[config.mk]
export PLATFORM = sky130hd
export DESIGN_NAME = oil_isqrt
export DESIGN_NICKNAME = d
export VERILOG_FILES = /design/src/rtl/oil_pkg.sv /design/src/rtl/oil_isqrt.sv
export SDC_FILE = /design/constraint.sdc
export NUM_CORES = 2
export LEC_CHECK = 0
export BUFFER_PORTS_ARGS = -buffer_cell sky130_fd_sc_hd__buf_2
export CORE_MARGIN = 3
export CORE_UTILIZATION = 50
export CTS_CLUSTER_DIAMETER = 120
export DETAILED_ROUTE_END_ITERATION = 12
export PLACE_DENSITY = 0.65
export SLEW_MARGIN = 20
export SYNTH_ARGS = -nofsm -noshare
export SYNTH_HDL_FRONTEND = slang
export SYNTH_MEMORY_MAX_BITS = 65536
export SYNTH_SLANG_ARGS = --single-unit
[constraint.sdc]
create_clock -name clk -period 6.1 [get_ports clk]
set_input_delay 1.83 -clock clk [delete_from_list [all_inputs] [get_ports clk]]
set_output_delay 1.83 -clock clk [all_outputs]
set_load 0.005 [all_outputs]
[src/rtl/oil_pkg.sv]
// Shared constants, tables and saturation helpers of the octahedral invariant pipeline.
`default_nettype none

package oil_pkg;

	// Radicand and root widths of the integer square root units.
	localparam int RAD_W       = 68;
	localparam int ROOT_W      = 34;
	localparam int SQRT_STAGES = ROOT_W;

	// Reciprocal multiplier for an exact floor division by three of values below 2^35.
	localparam int         DIV3_SHIFT = 35;
	localparam logic [33:0] DIV3_MULT = 34'd11453246123;
	localparam int         DIV3_LAT   = 2;

	// Angle unit: six normalizing stages, the rotation steps and one clamp stage.
	localparam int CORDIC_STEPS = 23;
	localparam int NORM_STAGES  = 6;
	localparam int CORDIC_LAT   = NORM_STAGES + CORDIC_STEPS + 1;

	// Ninety degrees with sixteen fraction bits.
	localparam logic [22:0] DEG90 = 23'd5898240;

	// Step angles atan(2^-i) in degrees with sixteen fraction bits.
	localparam logic [22:0] ATAN_DEG [CORDIC_STEPS] = '{
		23'd2949120, 23'd1740967, 23'd919879, 23'd466945, 23'd234379, 23'd117304,
		23'd58666, 23'd29335, 23'd14668, 23'd7334, 23'd3667, 23'd1833, 23'd917,
		23'd458, 23'd229, 23'd115, 23'd57, 23'd29, 23'd14, 23'd7, 23'd4, 23'd2, 23'd1
	};

	// Total pipeline depth from input register to output register.
	localparam int PIPE_DEPTH = 3 + SQRT_STAGES + DIV3_LAT + 1 + CORDIC_LAT + 1;

	// Clamp an unsigned value to the 31 bit result range.
	function automatic logic [30:0] sat_u31(input logic [33:0] v);
		return (|v[33:31]) ? 31'h7FFFFFFF : v[30:0];
	endfunction

	// Clamp a signed value to the 32 bit result range.
	function automatic logic [31:0] sat_s32(input logic signed [34:0] v);
		logic [31:0] r;
		if (v > 35'sd2147483647)
			r = 32'h7FFFFFFF;
		else if (v < -35'sd2147483648)
			r = 32'h80000000;
		else
			r = v[31:0];
		return r;
	endfunction

endpackage

`default_nettype wire

[src/rtl/oil_isqrt.sv]
// Fully pipelined floor square root, one result bit per register stage.
`default_nettype none

module oil_isqrt
	import oil_pkg::*;
(
	input  wire logic              clk,
	input  wire logic              en,
	input  wire logic [RAD_W-1:0]  rad,
	output logic      [ROOT_W-1:0] root
);

	logic [ROOT_W+2:0]  rem_s  [SQRT_STAGES];
	logic [ROOT_W-1:0]  root_s [SQRT_STAGES];
	logic [RAD_W-1:0]   rad_s  [SQRT_STAGES];

	// Each stage brings down two radicand bits and tries one root bit.
	for (genvar i = 0; i < SQRT_STAGES; i++) begin : g_step
		logic [ROOT_W+2:0] rem_in;
		logic [ROOT_W-1:0] root_in;
		logic [RAD_W-1:0]  rad_in;
		logic [ROOT_W+2:0] rem_sh;
		logic [ROOT_W+2:0] trial;
		logic              fits;

		if (i == 0) begin : g_first
			assign rem_in  = '0;
			assign root_in = '0;
			assign rad_in  = rad;
		end else begin : g_next
			assign rem_in  = rem_s[i-1];
			assign root_in = root_s[i-1];
			assign rad_in  = rad_s[i-1];
		end

		assign rem_sh = {rem_in[ROOT_W:0], rad_in[RAD_W-1:RAD_W-2]};
		assign trial  = {1'b0, root_in, 2'b01};
		assign fits   = (rem_sh >= trial);

		always_ff @(posedge clk) begin
			if (en) begin
				rem_s[i]  <= fits ? (rem_sh - trial) : rem_sh;
				root_s[i] <= {root_in[ROOT_W-2:0], fits};
				rad_s[i]  <= {rad_in[RAD_W-3:0], 2'b00};
			end
		end
	end

	assign root = root_s[SQRT_STAGES-1];

endmodule

`default_nettype wire

==> flow_summary.ini <==
[detailed_routing]
drc = 0
routed_wl_um = 270800
first_iter_violations = 6314
routedWlPerCell_um = 19.00
vias = 79310
antenna_left = 0
first_pass_iters = 7
viasPerCell = 5.563

[sta]
timing.final.crit_share_pct = 74.69
finalCriticalPeriod_ns = 4.556
final.setup.tns_ns = 0
maxClockFrequency_mhz = 219.5
worst_slew_pin_slew_ns = 1.100
slew_headroom_pct = 26.69
setup_viol = 0
rsz0062_at_grt = false
slew_viol_final = 0
clock_skew_ns = 0.05337
final-hold-violation-count = 0

[setup_path]
endpoint_kind = flip-flop
worstPathRequired_ns = 6.70
crit_type = flip-flop to flip-flop
start_kind = flip-flop
cp.arrival_ns = 5.16
critical_path.max_fanout = 18

[final_layout]
fin_nets = 11220
filler_cell_count = 21090
final_layout_size_suffix_gt1_share_pct = 7.148
postLayoutCellArea_mm2 = 0.1462
utilization_pct = 56.15
area_growth_pct = 11.42

[yosys]
syn_area_mm2 = 0.1312
yosys.cell_count.top_type = edfxtp_1
synth-async-reset-ratio_pct = 0
yosysTopAreaCell = edfxtp_1
ys_ff_latch = 2819
avgSynthCellArea_um2 = 12.83
yosys_warnings = 0
ys.flop_type = edfxtp_1
synthTopCellsByArea = edfxtp_1 (65%), ha_1 (6.0%), xnor2_1 (3.2%)
seq_area_frac_synth_pct = 64.51
netlist_top_cells_count = edfxtp_1 (2819), nand2_1 (794), inv_1 (784)
synth_edf_count = 2819
synthCells = 10230
synth_nets = 10930
yosys.cell_types.count = 84
synth_top_area_share_pct = 64.51

[placement]
hpwl_um = 193900
place_area_mm2 = 0.1364
port_buffers = 103
gp_congestion = 0.8992

[floorplanning]
initial_core_util_pct = 50.39
core.rowCount = 187
die_h_um = 518.3
dieArea_mm2 = 0.2686
floorplan.die.width_um = 518.3
coreArea_mm2 = 0.2604
ioPinCount = 104

[power_and_ir_drop]
swShare_pct = 28.94
power.switching_mw = 16.30
peakVddDrop_mv = 0.2759
seq_power_share_pct = 46.8
clkPwrFrac_pct = 31.9
p_per_area_mw_per_mm2 = 385.3
p_comb_share_pct = 21.3
p_leak_nw = 55.55
p_int_mw = 40.04

[status]
outcome = finished, final reports clean

[global_route]
grt_max_degree = 164
grt_pass1_wl_um = 428600
antenna_found_initial = 2
grt.total_usage_pct = 19.74
grt_pass1_vias = 78130
overflow = 0

[clocking]
numCtsBuffers = 305
clock_latency_ns = 0.89
post_cts_resized = 0
cts_sinks = 2819
cts_buffer_depth = 4
htreeDepth = 5
cts-hold-fix-buffers = 0
cts-root-buf = clkbuf_16
postCtsSetupRepairBufs = 0
cts_tree = yes
clk_pin_slew_ns = 0.06

[flow_run]
max_cap_viol_count = 0

[min_path]
min_path_type = flip-flop to flip-flop
[registers in the layout, summed over array words and instances (netlist names)]
register,count
rad_s,1122
rem_s,1102
root_s,595
[kinds of logic after synthesis]
| logic type | Yosys count | share of synthesized area (%) |
|---|---|---|
| flip-flops | 2819 | 64.51 |
| AND/OR/NAND/NOR | 2713 | 10.05 |
| AO/OA/AOI/OAI | 2053 | 9.643 |
| buffers and inverters | 996 | 2.859 |
| XOR/XNOR | 946 | 6.314 |
| adder cells (fa/ha/maj) | 631 | 6.016 |
| multiplexers | 71 | 0.6026 |
| other | 1 | 0.002858 |
[metrics by stage]
stage	setup slack, ns	hold slack [ns]	total power, mW	cells
2_1_floorplan	2.354	0.4003	34.72	10230
3_3_place_gp	1.682	0.4004	38.44	13710
3_5_place_dp	1.557	0.4045	38.63	13710
4_1_cts	1.526	0.4025	56.91	14250
5_1_grt	1.127	0.4052	59.32	14260
6_report	1.544	0.4050	56.34	14260
[placed cells by master, fill, tap and decap left out, types with 28 or more instances in the layout]
cell type     n
a21oi_1     591
buf_2       102
or2_2        43
o21bai_1     50
and3_1       69
nand3_1     185
a211oi_1     55
nand4_1      98
nor2_1      618
nor3_1      263
o211ai_1     34
nand3b_1     33
nand2b_1    115
ha_1        631
nand2_1     794
edfxtp_1   2819
o31ai_1      57
xnor2_1     480
clkbuf_16   314
nor2b_1      85
clkinv_1     58
buf_4        63
nor4_1      130
xor2_1      466
clkinv_2     41
a21o_1      272
clkbuf_1     62
o21a_1       96
o21ai_0     595
or4_1        73
a31oi_1      54
inv_1       784
or3_1        97
and2_1       28
mux2_2       64
[layer usage]
metal  track usage, %  vias up  routed length, µm
met2            33.80     1965             133500
met4            6.698        0               8866
met3            2.267      514              11740
met1            26.18    38420             116600
li1                 -    38410                  -
met5                0        -                  0
[path summary, 6_finish.rpt]
kind	startpoint	end	slack [ns]	depth (start not counted)
max	rem_s[5][8]	rem_s[6][29]	1.54	10
max reg2reg	rem_s[5][8]	rem_s[6][29]	1.54	10
min reg2reg	rad_s[1][9]	rad_s[2][11]	0.40	0
min	rad_s[1][9]	rad_s[2][11]	0.40	0
[critical path, cell delays in order, from the launching register on]
cell and delay, ns:
edfxtp_1 0.44, or4_1 0.56, or3_4 0.37, or4_4 0.51, nor4_2 0.52, a21o_1 0.20
or4_1 0.52, nor2b_1 0.60, nand2_1 0.23, nor3_1 0.24, xor2_1 0.10
[power groups by stage]
stage,combinational (mW),sequential (mW),clock [mW]
floorplan,8.81,25.9,0
global placement,11.7,26.7,0
detailed placement,11.9,26.8,0
CTS,12.0,26.4,18.5
global route,13.4,26.6,19.3
finish,12.0,26.4,18.0
[area by class of cell]
cell class / count / area (µm²) / area share, %
clock buffer: 376 / 8090 / 5.533
tap: 3496 / 4374 / 2.992
timing repair buffer: 191 / 1504 / 1.029
clock inverter: 171 / 1664 / 1.138
multi-input combinational: 6415 / 42970 / 29.39
inverter: 786 / 2950 / 2.018
antenna: 2 / 5.005 / 0.003423
sequential: 2819 / 84650 / 57.90
(Power assumes the default switching activity.)
